**src/sv/est_pkg.sv**
```systemverilog
// Shared types, sizes and codes of the edit span tracking table.
`default_nettype none

package est_pkg;

    localparam int MAX_SPANS  = 16;
    localparam int POS_WIDTH  = 24;
    localparam int TAG_WIDTH  = 16;
    localparam int ACT_WIDTH  = 3;
    localparam int STAT_WIDTH = 2;
    localparam int SLOT_AW    = (MAX_SPANS > 1) ? $clog2(MAX_SPANS) : 1;

    typedef logic [POS_WIDTH-1:0]  t_pos;
    typedef logic [TAG_WIDTH-1:0]  t_tag;
    typedef logic [STAT_WIDTH-1:0] t_stat;
    typedef logic [ACT_WIDTH-1:0]  t_act;

    localparam t_act ACT_SET    = 3'd0;
    localparam t_act ACT_REMOVE = 3'd1;
    localparam t_act ACT_FIND   = 3'd2;
    localparam t_act ACT_INSERT = 3'd3;
    localparam t_act ACT_DELETE = 3'd4;

    localparam t_stat ST_UNCHANGED = 2'd0;
    localparam t_stat ST_EDITED    = 2'd1;
    localparam t_stat ST_CLOBBERED = 2'd2;

    typedef struct packed {
        t_act action;
        t_tag span_id;
        t_pos pos;
        t_pos span_end;
        t_pos length;
    } t_in_word;

    typedef struct packed {
        logic  found;
        t_pos  begin_out;
        t_pos  end_out;
        t_stat state_code;
        logic  table_full;
    } t_out_word;

    typedef struct packed {
        t_tag  tag;
        t_pos  begin_pos;
        t_pos  end_pos;
        t_stat status;
    } t_slot;

    typedef struct packed {
        logic is_delete;
        t_pos pos;
        t_pos len;
    } t_edit_cmd;

endpackage

`default_nettype wire

```
**src/sv/est_slot_store.sv**
```systemverilog
// Slot memory: one write port and one registered read port.
`default_nettype none

module est_slot_store import est_pkg::*; (
    input  wire logic               i_clk,
    input  wire logic               i_re,
    input  wire logic [SLOT_AW-1:0] i_raddr,
    output t_slot                   o_rdata,
    input  wire logic               i_we,
    input  wire logic [SLOT_AW-1:0] i_waddr,
    input  wire t_slot              i_wdata
);

    t_slot r_mem [MAX_SPANS];
    t_slot r_rdata;

    always_ff @(posedge i_clk) begin
        if (i_we) begin
            r_mem[i_waddr] <= i_wdata;
        end
        if (i_re) begin
            r_rdata <= r_mem[i_raddr];
        end
    end

    assign o_rdata = r_rdata;

endmodule

`default_nettype wire

```
**src/sv/est_edit_unit.sv**
```systemverilog
// Per-slot update of a stored range for an insertion or a deletion.
`default_nettype none

module est_edit_unit import est_pkg::*; (
    input  wire t_edit_cmd i_cmd,
    input  wire t_slot     i_slot,
    output t_slot          o_slot
);

    logic [POS_WIDTH:0] w_b;
    logic [POS_WIDTH:0] w_e;
    logic [POS_WIDTH:0] w_p;
    logic [POS_WIDTH:0] w_d;
    logic [POS_WIDTH:0] w_b_add;
    logic [POS_WIDTH:0] w_e_add;
    t_pos               w_b_sat;
    t_pos               w_e_sat;
    logic               w_bin;
    logic               w_ein;

    assign w_b     = {1'b0, i_slot.begin_pos};
    assign w_e     = {1'b0, i_slot.end_pos};
    assign w_p     = {1'b0, i_cmd.pos};
    assign w_d     = w_p + {1'b0, i_cmd.len};
    assign w_b_add = w_b + {1'b0, i_cmd.len};
    assign w_e_add = w_e + {1'b0, i_cmd.len};
    // Sums past the top of the position range stick at all ones.
    assign w_b_sat = w_b_add[POS_WIDTH] ? '1 : w_b_add[POS_WIDTH-1:0];
    assign w_e_sat = w_e_add[POS_WIDTH] ? '1 : w_e_add[POS_WIDTH-1:0];
    assign w_bin   = (w_p <= w_b) && (w_b <= w_d);
    assign w_ein   = (w_p <= w_e) && (w_e <= w_d);

    always_comb begin
        o_slot = i_slot;
        if (!i_cmd.is_delete) begin
            if (w_e <= w_p) begin
                o_slot = i_slot;
            end else if (w_p <= w_b) begin
                o_slot.begin_pos = w_b_sat;
                o_slot.end_pos   = w_e_sat;
            end else begin
                o_slot.end_pos = w_e_sat;
                if (i_slot.status == ST_UNCHANGED) begin
                    o_slot.status = ST_EDITED;
                end
            end
        end else begin
            if (w_d <= w_b) begin
                o_slot.begin_pos = i_slot.begin_pos - i_cmd.len;
                o_slot.end_pos   = i_slot.end_pos - i_cmd.len;
            end else if (w_e <= w_p) begin
                o_slot = i_slot;
            end else if ((w_b <= w_p) && (w_p <= w_e) && (w_b <= w_d) && (w_d <= w_e)) begin
                o_slot.end_pos = i_slot.end_pos - i_cmd.len;
                if (i_slot.status == ST_UNCHANGED) begin
                    o_slot.status = ST_EDITED;
                end
            end else if (w_bin && w_ein) begin
                o_slot.begin_pos = i_cmd.pos;
                o_slot.end_pos   = i_cmd.pos;
                o_slot.status    = ST_CLOBBERED;
            end else if (w_bin) begin
                o_slot.begin_pos = i_cmd.pos;
                o_slot.end_pos   = i_slot.end_pos - i_cmd.len;
                o_slot.status    = ST_CLOBBERED;
            end else if (w_ein) begin
                o_slot.end_pos = i_cmd.pos;
                o_slot.status  = ST_CLOBBERED;
            end
        end
    end

endmodule

`default_nettype wire

```
**src/sv/edit_span_tracking_table.sv**
```systemverilog
// Top level of the edit span tracking table: sequencer, valid bits and result register.
`default_nettype none

// The table holds up to MAX_SPANS tagged ranges (begin, end, status) of an edited
// text buffer. Every accepted word sweeps the slot memory once, reading one slot per
// cycle through its single registered read port and writing updated ranges back in
// the following cycle. A set adds a write step after the sweep. The next word is
// accepted only once the result of the previous one has entered the output register,
// so words are never overlapped. Exactly one result word comes out per input word.
// Find reports the lowest slot whose tag matches; set overwrites that slot in place
// or else takes the lowest free one, and flags table_full when there is neither.
// Insert and delete adjust every stored range, an insert saturating positions at all
// ones. The valid bits live in flip-flops cleared by reset; the slot memory itself is
// never cleared and needs no start-up pass, since only valid slots are ever used. A
// finished result is held in an output register, so the next word may be accepted
// while it waits.

module edit_span_tracking_table import est_pkg::*; (
    input  wire logic     i_clk,
    input  wire logic     i_rst_n,
    input  wire logic     i_in_valid,
    output logic          o_in_ready,
    input  wire t_in_word i_in_word,
    output logic          o_out_valid,
    input  wire logic     i_out_ready,
    output t_out_word     o_out_word
);

    localparam logic [1:0] ST_IDLE   = 2'd0;
    localparam logic [1:0] ST_SWEEP  = 2'd1;
    localparam logic [1:0] ST_WRITE  = 2'd2;
    localparam logic [1:0] ST_FINISH = 2'd3;

    localparam logic [SLOT_AW:0]   SWEEP_LEN = (SLOT_AW+1)'(MAX_SPANS);
    localparam logic [SLOT_AW-1:0] LAST_IDX  = SLOT_AW'(MAX_SPANS - 1);

    logic [1:0]           r_state;
    logic [1:0]           n_state;
    t_in_word             r_cmd;
    logic [SLOT_AW:0]     r_rd_cnt;
    logic                 r_chk_vld;
    logic [SLOT_AW-1:0]   r_chk_idx;
    logic [MAX_SPANS-1:0] r_valid;
    logic                 r_hit;
    logic [SLOT_AW-1:0]   r_hit_idx;
    t_slot                r_hit_data;
    logic                 r_free_fnd;
    logic [SLOT_AW-1:0]   r_free_idx;
    logic                 r_out_valid;
    t_out_word            r_out_word;
    t_out_word            n_out_word;

    logic               w_accept;
    logic               w_mem_re;
    logic [SLOT_AW-1:0] w_mem_raddr;
    t_slot              w_mem_rdata;
    logic               w_mem_we;
    logic [SLOT_AW-1:0] w_mem_waddr;
    t_slot              w_mem_wdata;
    logic               w_chk_live;
    logic               w_chk_match;
    logic               w_chk_last;
    logic               w_is_edit;
    logic               w_out_free;
    t_edit_cmd          w_edit_cmd;
    t_slot              w_edit_slot;
    t_slot              w_set_slot;

    assign o_in_ready  = (r_state == ST_IDLE);
    assign w_accept    = i_in_valid && o_in_ready;
    assign w_out_free  = !r_out_valid || i_out_ready;

    // Read issue: one slot per cycle until every slot has been requested.
    assign w_mem_re    = (r_state == ST_SWEEP) && (r_rd_cnt < SWEEP_LEN);
    assign w_mem_raddr = r_rd_cnt[SLOT_AW-1:0];

    // Check stage: the slot read in the previous cycle is on the memory output.
    assign w_chk_live  = r_chk_vld && r_valid[r_chk_idx];
    assign w_chk_match = w_chk_live && (w_mem_rdata.tag == r_cmd.span_id);
    assign w_chk_last  = r_chk_vld && (r_chk_idx == LAST_IDX);
    assign w_is_edit   = r_cmd.action inside {ACT_INSERT, ACT_DELETE};

    assign w_edit_cmd.is_delete = (r_cmd.action == ACT_DELETE);
    assign w_edit_cmd.pos       = r_cmd.pos;
    assign w_edit_cmd.len       = r_cmd.length;

    // A set stores the range with the end raised to the begin where it lies below.
    assign w_set_slot.tag       = r_cmd.span_id;
    assign w_set_slot.begin_pos = r_cmd.pos;
    assign w_set_slot.end_pos   = (r_cmd.span_end < r_cmd.pos) ? r_cmd.pos : r_cmd.span_end;
    assign w_set_slot.status    = ST_UNCHANGED;

    // The write-back of slot i lands while slot i+1 is being read, so the two
    // never touch the same entry and no forwarding is needed.
    always_comb begin
        w_mem_we    = 1'b0;
        w_mem_waddr = r_chk_idx;
        w_mem_wdata = w_edit_slot;
        if (r_state == ST_WRITE) begin
            w_mem_we    = r_hit || r_free_fnd;
            w_mem_waddr = r_hit ? r_hit_idx : r_free_idx;
            w_mem_wdata = w_set_slot;
        end else if ((r_state == ST_SWEEP) && w_chk_live && w_is_edit) begin
            w_mem_we = 1'b1;
        end
    end

    est_slot_store u_store (
        .i_clk   (i_clk),
        .i_re    (w_mem_re),
        .i_raddr (w_mem_raddr),
        .o_rdata (w_mem_rdata),
        .i_we    (w_mem_we),
        .i_waddr (w_mem_waddr),
        .i_wdata (w_mem_wdata)
    );

    est_edit_unit u_edit (
        .i_cmd  (w_edit_cmd),
        .i_slot (w_mem_rdata),
        .o_slot (w_edit_slot)
    );

    always_comb begin
        n_state = r_state;
        case (r_state)
            ST_IDLE: begin
                if (w_accept) begin
                    n_state = ST_SWEEP;
                end
            end
            ST_SWEEP: begin
                if (w_chk_last) begin
                    n_state = (r_cmd.action == ACT_SET) ? ST_WRITE : ST_FINISH;
                end
            end
            ST_WRITE: begin
                n_state = ST_FINISH;
            end
            ST_FINISH: begin
                if (w_out_free) begin
                    n_state = ST_IDLE;
                end
            end
            default: begin
                n_state = ST_IDLE;
            end
        endcase
    end

    // Result word of the finishing step: all zero but for a find hit or a refused set.
    always_comb begin
        n_out_word            = '0;
        n_out_word.table_full = (r_cmd.action == ACT_SET) && !r_hit && !r_free_fnd;
        if ((r_cmd.action == ACT_FIND) && r_hit) begin
            n_out_word.found      = 1'b1;
            n_out_word.begin_out  = r_hit_data.begin_pos;
            n_out_word.end_out    = r_hit_data.end_pos;
            n_out_word.state_code = r_hit_data.status;
        end
    end

    // Control state.
    always_ff @(posedge i_clk) begin
        if (!i_rst_n) begin
            r_state     <= ST_IDLE;
            r_rd_cnt    <= '0;
            r_chk_vld   <= 1'b0;
            r_valid     <= '0;
            r_hit       <= 1'b0;
            r_free_fnd  <= 1'b0;
            r_out_valid <= 1'b0;
        end else begin
            r_state   <= n_state;
            r_chk_vld <= w_mem_re;
            if (w_accept) begin
                r_rd_cnt   <= '0;
                r_hit      <= 1'b0;
                r_free_fnd <= 1'b0;
            end else if (w_mem_re) begin
                r_rd_cnt <= r_rd_cnt + 1'b1;
            end
            if (r_state == ST_SWEEP) begin
                if (w_chk_match && !r_hit) begin
                    r_hit <= 1'b1;
                end
                if (r_chk_vld && !w_chk_live && !r_free_fnd) begin
                    r_free_fnd <= 1'b1;
                end
            end
            if ((r_state == ST_WRITE) && (r_hit || r_free_fnd)) begin
                r_valid[w_mem_waddr] <= 1'b1;
            end
            if ((r_state == ST_FINISH) && w_out_free && r_hit &&
                (r_cmd.action == ACT_REMOVE)) begin
                r_valid[r_hit_idx] <= 1'b0;
            end
            if ((r_state == ST_FINISH) && w_out_free) begin
                r_out_valid <= 1'b1;
            end else if (i_out_ready) begin
                r_out_valid <= 1'b0;
            end
        end
    end

    // Payload registers.
    always_ff @(posedge i_clk) begin
        if (w_accept) begin
            r_cmd <= i_in_word;
        end
        if (w_mem_re) begin
            r_chk_idx <= w_mem_raddr;
        end
        if ((r_state == ST_SWEEP) && w_chk_match && !r_hit) begin
            r_hit_idx  <= r_chk_idx;
            r_hit_data <= w_mem_rdata;
        end
        if ((r_state == ST_SWEEP) && r_chk_vld && !w_chk_live && !r_free_fnd) begin
            r_free_idx <= r_chk_idx;
        end
        if ((r_state == ST_FINISH) && w_out_free) begin
            r_out_word <= n_out_word;
        end
    end

    assign o_out_valid = r_out_valid;
    assign o_out_word  = r_out_word;

    // The write-back never targets the slot being read in the same cycle.
    a_no_rw_collision: assert property (@(posedge i_clk) disable iff (!i_rst_n)
        (w_mem_we && w_mem_re) |-> (w_mem_waddr != w_mem_raddr))
        else $error("slot memory read and write hit the same entry");

    // An accepted word always starts a sweep from the first slot.
    a_accept_starts_sweep: assert property (@(posedge i_clk) disable iff (!i_rst_n)
        w_accept |=> ((r_state == ST_SWEEP) && (r_rd_cnt == '0)))
        else $error("accepted word did not start a sweep");

    // A set that hits a tag never writes through a slot index that is not valid.
    a_set_hits_live_slot: assert property (@(posedge i_clk) disable iff (!i_rst_n)
        ((r_state == ST_WRITE) && r_hit) |-> r_valid[r_hit_idx])
        else $error("set overwrote a slot that is not valid");

    // A new result only appears out of the finishing step.
    a_result_from_finish: assert property (@(posedge i_clk) disable iff (!i_rst_n)
        $rose(o_out_valid) |-> ($past(r_state) == ST_FINISH))
        else $error("result word appeared outside the finishing step");

endmodule

`default_nettype wire
```
**config.mk**
```make
export PLATFORM = sky130hd
export DESIGN_NAME = edit_span_tracking_table
export DESIGN_NICKNAME = d
export VERILOG_FILES = /design/src/sv/est_pkg.sv /design/src/sv/est_slot_store.sv /design/src/sv/est_edit_unit.sv /design/src/sv/edit_span_tracking_table.sv
export SDC_FILE = /design/constraint.sdc
export NUM_CORES = 2
export LEC_CHECK = 0
export ABC_AREA = 1
export BUFFER_PORTS_ARGS = -buffer_cell sky130_fd_sc_hd__buf_2
export CAP_MARGIN = 20
export CORE_MARGIN = 2
export CORE_UTILIZATION = 50
export DETAILED_ROUTE_END_ITERATION = 10
export PLACE_DENSITY = 0.75
export SETUP_SLACK_MARGIN = 0.3
export SLEW_MARGIN = 10
export SYNTH_ARGS = -nofsm -noshare
export SYNTH_HDL_FRONTEND = slang
export SYNTH_SLANG_ARGS = --single-unit
```
**constraint.sdc**
```tcl
create_clock -name i_clk -period 20.3 [get_ports i_clk]
set_input_delay 1.015 -clock i_clk [delete_from_list [all_inputs] [get_ports i_clk]]
set_output_delay 1.015 -clock i_clk [all_outputs]
set_load 0.005 [all_outputs]
```
== After elaboration in Yosys (flattened, before gate mapping) ==
Memories as Yosys holds them, arrays and structs flattened. A register that Yosys moved wholly into a read port is not among the register bits.
Index checks and enable logic that the tools add are counted.

* Reductions and logical operators: 43
* $lt $le $gt $ge: 15
* Bitwise logic cells: 4
* Equality and inequality tests: 12
* Add/sub/neg operators: 6
* Multiplexer cells: 47

{| class="wikitable"
|+ Operators with widths
! operator !! count
|-
| 50-bit 2-to-1 mux || 4
|-
| 24-bit 2-to-1 mux || 6
|-
| 24-bit <= comparator || 4
|-
| 26-bit 2-to-1 mux || 3
|-
| 24-bit by 24-bit adder with 25-bit output || 3
|-
| 66-bit 2-to-1 mux || 1
|-
| 51-bit 2-to-1 mux || 1
|-
| 24-bit by 25-bit <= comparator with 1-bit output || 2
|-
| 25-bit by 24-bit <= comparator with 1-bit output || 2
|-
| 16-bit 2-to-1 mux || 3
|-
| 48-bit 2-to-1 mux || 1
|-
| 24-bit subtractor || 2
|-
| 1-bit logical AND || 30
|-
| 24-bit < comparator || 1
|-
| 16-bit bitwise AND || 1
|-
| 16-bit == test || 1
|-
| 1-bit 2-to-1 mux || 16
|-
| 16-bit inverter || 1
|-
| 16-bit OR || 1
|-
| 4-bit by 5-bit < comparator with 1-bit output (second input constant) || 3
|-
| 2-bit 2-to-1 mux || 6
|-
| 1-bit demux with 4-bit select || 2
|-
| 4-bit by 1-bit >= comparator with 1-bit output (second input constant) || 2
|-
| 4-bit 2-to-1 mux || 2
|-
| other kinds (20) || 29
|}

* Word-level logic and storage cells: 151
* Register bits after elaboration: 232
* Bits in writable memories: 1056
* Output and inout bits: 54
* Memories: 1

{| class="wikitable"
|+ Memory list
! name !! depth !! width !! read ports !! clocked after memory_dff !! wr ports !! RTL line !! RTL
|-
| u_store.r_mem || 16 || 66 || 1 || 1 || 1 || est_slot_store.sv:14 || <nowiki>t_slot r_mem [MAX_SPANS];</nowiki>
|}

== Logic depth before layout (Yosys ltp) ==
* Depth after elaboration: 11
* Depth in mapped cells: 35
* Gate-level depth less buffers: 34

== Cells and area by module ==
From an unflattened synthesis, not the netlist that was laid out.

* Cells, all modules: 7310
* Area, all modules: 69077.5 um^2

{| class="wikitable"
|+ Modules (own cells, without submodules)
! module !! cells each !! area each (um^2) !! times used
|-
| est_slot_store || 4341 || 47458.0 || 1
|-
| est_edit_unit || 1951 || 11288.3 || 1
|-
| edit_span_tracking_table || 1018 || 10331.2 || 1
|}

== Worst setup path after synthesis ==
Ideal clock, no wire load.

* Kind: reg-to-reg
* Start: register r_state[0]
* End: memory u_store.r_mem[4][0] (netlist bit) (enable)
* Data required time: 19647 ps
* Stages on the path, launching flop included: 8
* Path buffers: 1
* Path slack: 11932 ps
* Period minus slack after synthesis: 8368 ps
* Arrival: 7715 ps
* Cells stage by stage: dfxtp_1 -> inv_1 -> ha_1 -> clkbuf_1 -> o21ai_0 -> inv_1 -> nand2_1 -> nor4_1

* Longest elaborated chain between the ends: 7

{| class="wikitable"
|+ Ends and longest elaborated chain
! what !! RTL line !! RTL
|-
| start, declared || edit_span_tracking_table.sv:37 || <nowiki>logic [1:0] r_state;</nowiki>
|-
| start signal, assigned || edit_span_tracking_table.sv:174 || <nowiki>r_state <= n_state;</nowiki>
|-
| 2-bit by 1-bit == test with 1-bit output || edit_span_tracking_table.sv:103 || <nowiki>end else if ((r_state == ST_SWEEP) && w_chk_live && w_is_edit) begin</nowiki>
|-
| 1-bit logical AND (2 in series) || edit_span_tracking_table.sv:103 ||
|-
| 1-bit 2-to-1 mux || edit_span_tracking_table.sv:103 ||
|-
| 1-bit 2-to-1 mux || edit_span_tracking_table.sv:99 || <nowiki>if (r_state == ST_WRITE) begin</nowiki>
|-
| 1-bit 2-to-1 mux || est_slot_store.sv:18 || <nowiki>if (i_we) begin</nowiki>
|-
| 1-bit 2-to-1 mux (implied by the code) || est_slot_store.sv:19 || <nowiki>r_mem[i_waddr] <= i_wdata;</nowiki>
|-
| end, declared || est_slot_store.sv:14 ||
|}

Several ways; a longest one is shown, not always the timed one.

==> flow_summary_export.csv <==
group,metric,value,unit
placed_design,dp_slack,14.14,ns
critical_path,slowest_stage,"buf_4",
global_routing,grtUsageTotal,28.4,%
critical_path,crit_path_cell_trace,"ha_1 > nand2_1 > nor2_1 > and2_1 > nand2_1 > nand3_2 > nand3_1 > nand2_1 > a31oi_1 > o21ai_0 > xor2_1 > ha_1 > nand4_1 > or4_1 > nor4_1 > nand3_1 > nand2_2 > buf_4 > nand2_1 > nand3_1 > o21ai_0 > nand3b_1 > nand2_1 > nand2_1",
pwr,powerDensity,149,nW/um2
layout,drive_gt1_share,8.62,%
clock_tree,cts_tree,"yes",
detailed_routing,first_iter_violations,6375,
detailed_routing,vias,45912,
detailed_routing,via_per_inst,6.20,
critical_path,crit_family,"simple AND/OR/NAND/NOR gates",
layout,layout.nets,5986,
critical_path,cp_common_cell,"nand2_1",
clock_tree,ctsRootBufferMaster,"clkbuf_16",
die,start_util,50.3,%
yosys,ys_seq_area_share,64.0,%
yosys,synth-edff-count,1327,
global_routing,grt_max_degree,187,
critical_path,startpoint_type,"register",
status,status,"finished clean",
clock_tree,htree_levels,4,
clock_tree,cts_buffers,140,
layout,syn_to_final_growth,11.0,%
min_path,hp-start,"i_in_word[75]",
timing,rsz0062_at_grt,"no",
clock_tree,clkTransAtPathRegs,0.06,ns
pwr,irDropWorstVdd,104,uV
global_routing,grt_pass1_vias,43802,
timing,fin_tns_setup,0,ns
clock_tree,cts_resized,0,
min_path,min_to,"r_cmd[75]$_DFFE_PP_",
layout,num_antenna_cells,0,
detailed_routing,post-route-drc-count,0,
min_path,hold_depth,1,
timing,maxSlewViolCount,0,
die,die-area,129000,um2
yosys,syn_nets,5897,
timing,fin_crit,6.32,ns
min_path,hold_path.class,"in2reg",
critical_path,path_buf_inv,1,
timing,max-slew-margin-rel,23.7,%
global_routing,grt_pass1_wl,275,mm
timing,tightest_slew,1.14,ns
critical_path,required,20.63,ns
critical_path,cp-end-kind,"register",
die,die_w,359,um
yosys,async_flop_share,0,%
job,max_cap_viol_count,0,
placed_design,port_buffers,148,
yosys,synthFlopType,"edfxtp_1",
detailed_routing,dr.pass1.iters,7,
detailed_routing,wl,188,mm
die,ios,149,
yosys,yosysWarnings,0,
clock_tree,cts_setup_buffers,0,
timing,setup_viol,0,
critical_path,r2r_setup_slack,13.98,ns
die,core.rowCount,130,
critical_path,max_stage_delay,0.61,ns
timing,fmax,158,MHz
yosys,avgSynthCellArea,11.3,um2
clock_tree,clkLatencyLatePin,0.78,ns
die,dieHeight,359,um
die,coreArea,125000,um2
layout,layout.cells.most_common_list,"edfxtp_1 (1327), nand2_1 (778), nor2_1 (765)",
global_routing,overflow,0,
yosys,syn_area,63100,um2
placed_design,hpwlAfterDp,114,mm
critical_path,crit_fanout,49,
critical_path,r2r_cells,24,
clock_tree,cts.path.max_buffers,3,
yosys,syn_inst,5559,
critical_path,cp_data_arrival_time,6.65,ns
yosys,ys_ff_latch,1354,
timing,fin_crit_sh,31.1,%
detailed_routing,antenna_left,0,
layout,nFillCells,10038,
detailed_routing,wl_per_cell,25.3,um
pwr,p_leak,25.2,nW
critical_path,rr_endpoint,"u_store.r_mem[10][2]$_DFFE_PP_",
layout,final_common_cell,"edfxtp_1",
critical_path,critPathKind,"reg2reg",
placed_design,gp_congestion,1.06,
clock_tree,cts_sinks,1354,
clock_tree,holdBufCountCts,0,
timing,fin_ws,13.98,ns
global_routing,antenna_found_initial,1,
critical_path,r2r_start,"r_cmd[15]$_DFFE_PP_",
timing,hold_violations,0,
yosys,synth_cell_types,61,
timing,fin_skew,0.0285,ns
-- worst max path at each step --
stage,endpoint,from,cells after the start,slack (ns)
2_1_floorplan,u_store.r_mem[4][0]$_DFFE_PP_,r_state[0]$_SDFFE_PN0P_,7,11.93
3_3_place_gp,u_store.r_mem[12][2]$_DFFE_PP_,r_cmd[1]$_DFFE_PP_,24,14.20
3_5_place_dp,u_store.r_mem[14][2]$_DFFE_PP_,r_cmd[1]$_DFFE_PP_,24,14.14
4_1_cts,u_store.r_mem[10][2]$_DFFE_PP_,r_cmd[1]$_DFFE_PP_,24,14.12
5_1_grt,u_store.r_mem[6][27]$_DFFE_PP_,r_cmd[1]$_DFFE_PP_,23,13.63
6_report,u_store.r_mem[10][2]$_DFFE_PP_,r_cmd[15]$_DFFE_PP_,24,13.98
-- metal layers --
layer	up-vias	share of wire [%]	GRT usage, %
met4	0	4.4	12.4
met3	458	12	5.60
met2	2852	45	43.6
li1	20355	-	-
met5	-	0	0
met1	22247	39	39.5
-- cells in the mapped netlist, types with 12 or more instances --
library cell / n / area (um2)
o21ai_0: 427 / 2140
o22ai_1: 25 / 156
o221ai_1: 115 / 1010
ha_1: 238 / 2980
xor2_1: 72 / 631
mux2i_1: 108 / 1080
buf_2: 23 / 115
clkbuf_1: 238 / 893
nand3_1: 273 / 1370
inv_1: 348 / 1310
o32ai_1: 156 / 1370
nor2_1: 779 / 2920
edfxtp_1: 1327 / 39800
buf_1: 38 / 143
dfxtp_1: 27 / 541
nor4_1: 17 / 106
a211oi_1: 14 / 105
o211ai_1: 77 / 578
nor3_1: 27 / 135
nand4_1: 29 / 181
o21ai_1: 22 / 110
o21bai_1: 12 / 90.1
nand2_1: 780 / 2930
a21oi_1: 245 / 1230
a31oi_1: 30 / 188
-- worst reg2reg max path, delay by kind of cell, from the launching register on --
| family | cells | cell delay [ns] |
|---|---|---|
| DFF | 1 | 0.59 |
| AOI/OAI and AO/OA | 3 | 0.39 |
| adders and majority gates | 2 | 0.77 |
| xor gates and xnor gates | 1 | 0.19 |
| and+or+nand+nor | 17 | 3.30 |
| buffers and inverters | 1 | 0.64 |
-- final cells by class --
class / instances / area, um2 / area share [%]
tap: 1650 / 2060 / 2.95
multi-input combinational: 3543 / 20300 / 29.0
sequential: 1354 / 40400 / 57.7
clock inverter: 60 / 543 / 0.776
clock buffer: 190 / 3780 / 5.39
timing repair buffer: 253 / 1570 / 2.24
inverter: 356 / 1350 / 1.93
-- stage by stage --
| stage | cell area, um2 | std cells | hold WS (ns) | util [%] | power (mW) |
|---|---|---|---|---|---|
| CTS | 69900 | 7401 | 0.374 | 55.8 | 10.3 |
| detailed placement | 65600 | 7151 | 0.466 | 52.3 | 7.88 |
| finish | 70000 | 7406 | 0.417 | 55.8 | 10.4 |
| floorplan | 63100 | 5559 | 0.426 | - | 6.62 |
| global placement | 65600 | 7151 | 0.452 | 52.3 | 7.81 |
| global route | 70000 | 7406 | 0.385 | 55.8 | 10.9 |
-- report_power, final --
part	total, mW	switching [mW]	internal [mW]
Sequential	4.08	0.214	3.87
Clock	2.44	1.07	1.38
Combinational	3.91	2.84	1.07
-- cells by family after synthesis --
family                     count (synthesis)  synth area share [%]
and+or+nand+nor                         1941                  12.6
DFF                                     1354                  64.0
AOI/OAI and AO/OA                       1169                  11.6
buffers and inverters                    662                  4.03
adders and majority gates                243                  4.88
muxes                                    108                  1.71
xor gates and xnor gates                  82                  1.14
-- state kept, by name, summed over array words and instances (netlist names), 5 cells and up --
| name | flops |
|---|---|
| r_valid | 16 |
| r_hit_data | 50 |
| o_out_word | 52 |
| u_store.o_rdata | 66 |
| r_rd_cnt | 5 |
| r_cmd | 91 |
| u_store.r_mem | 1056 |
(Power assumes the default switching activity.)
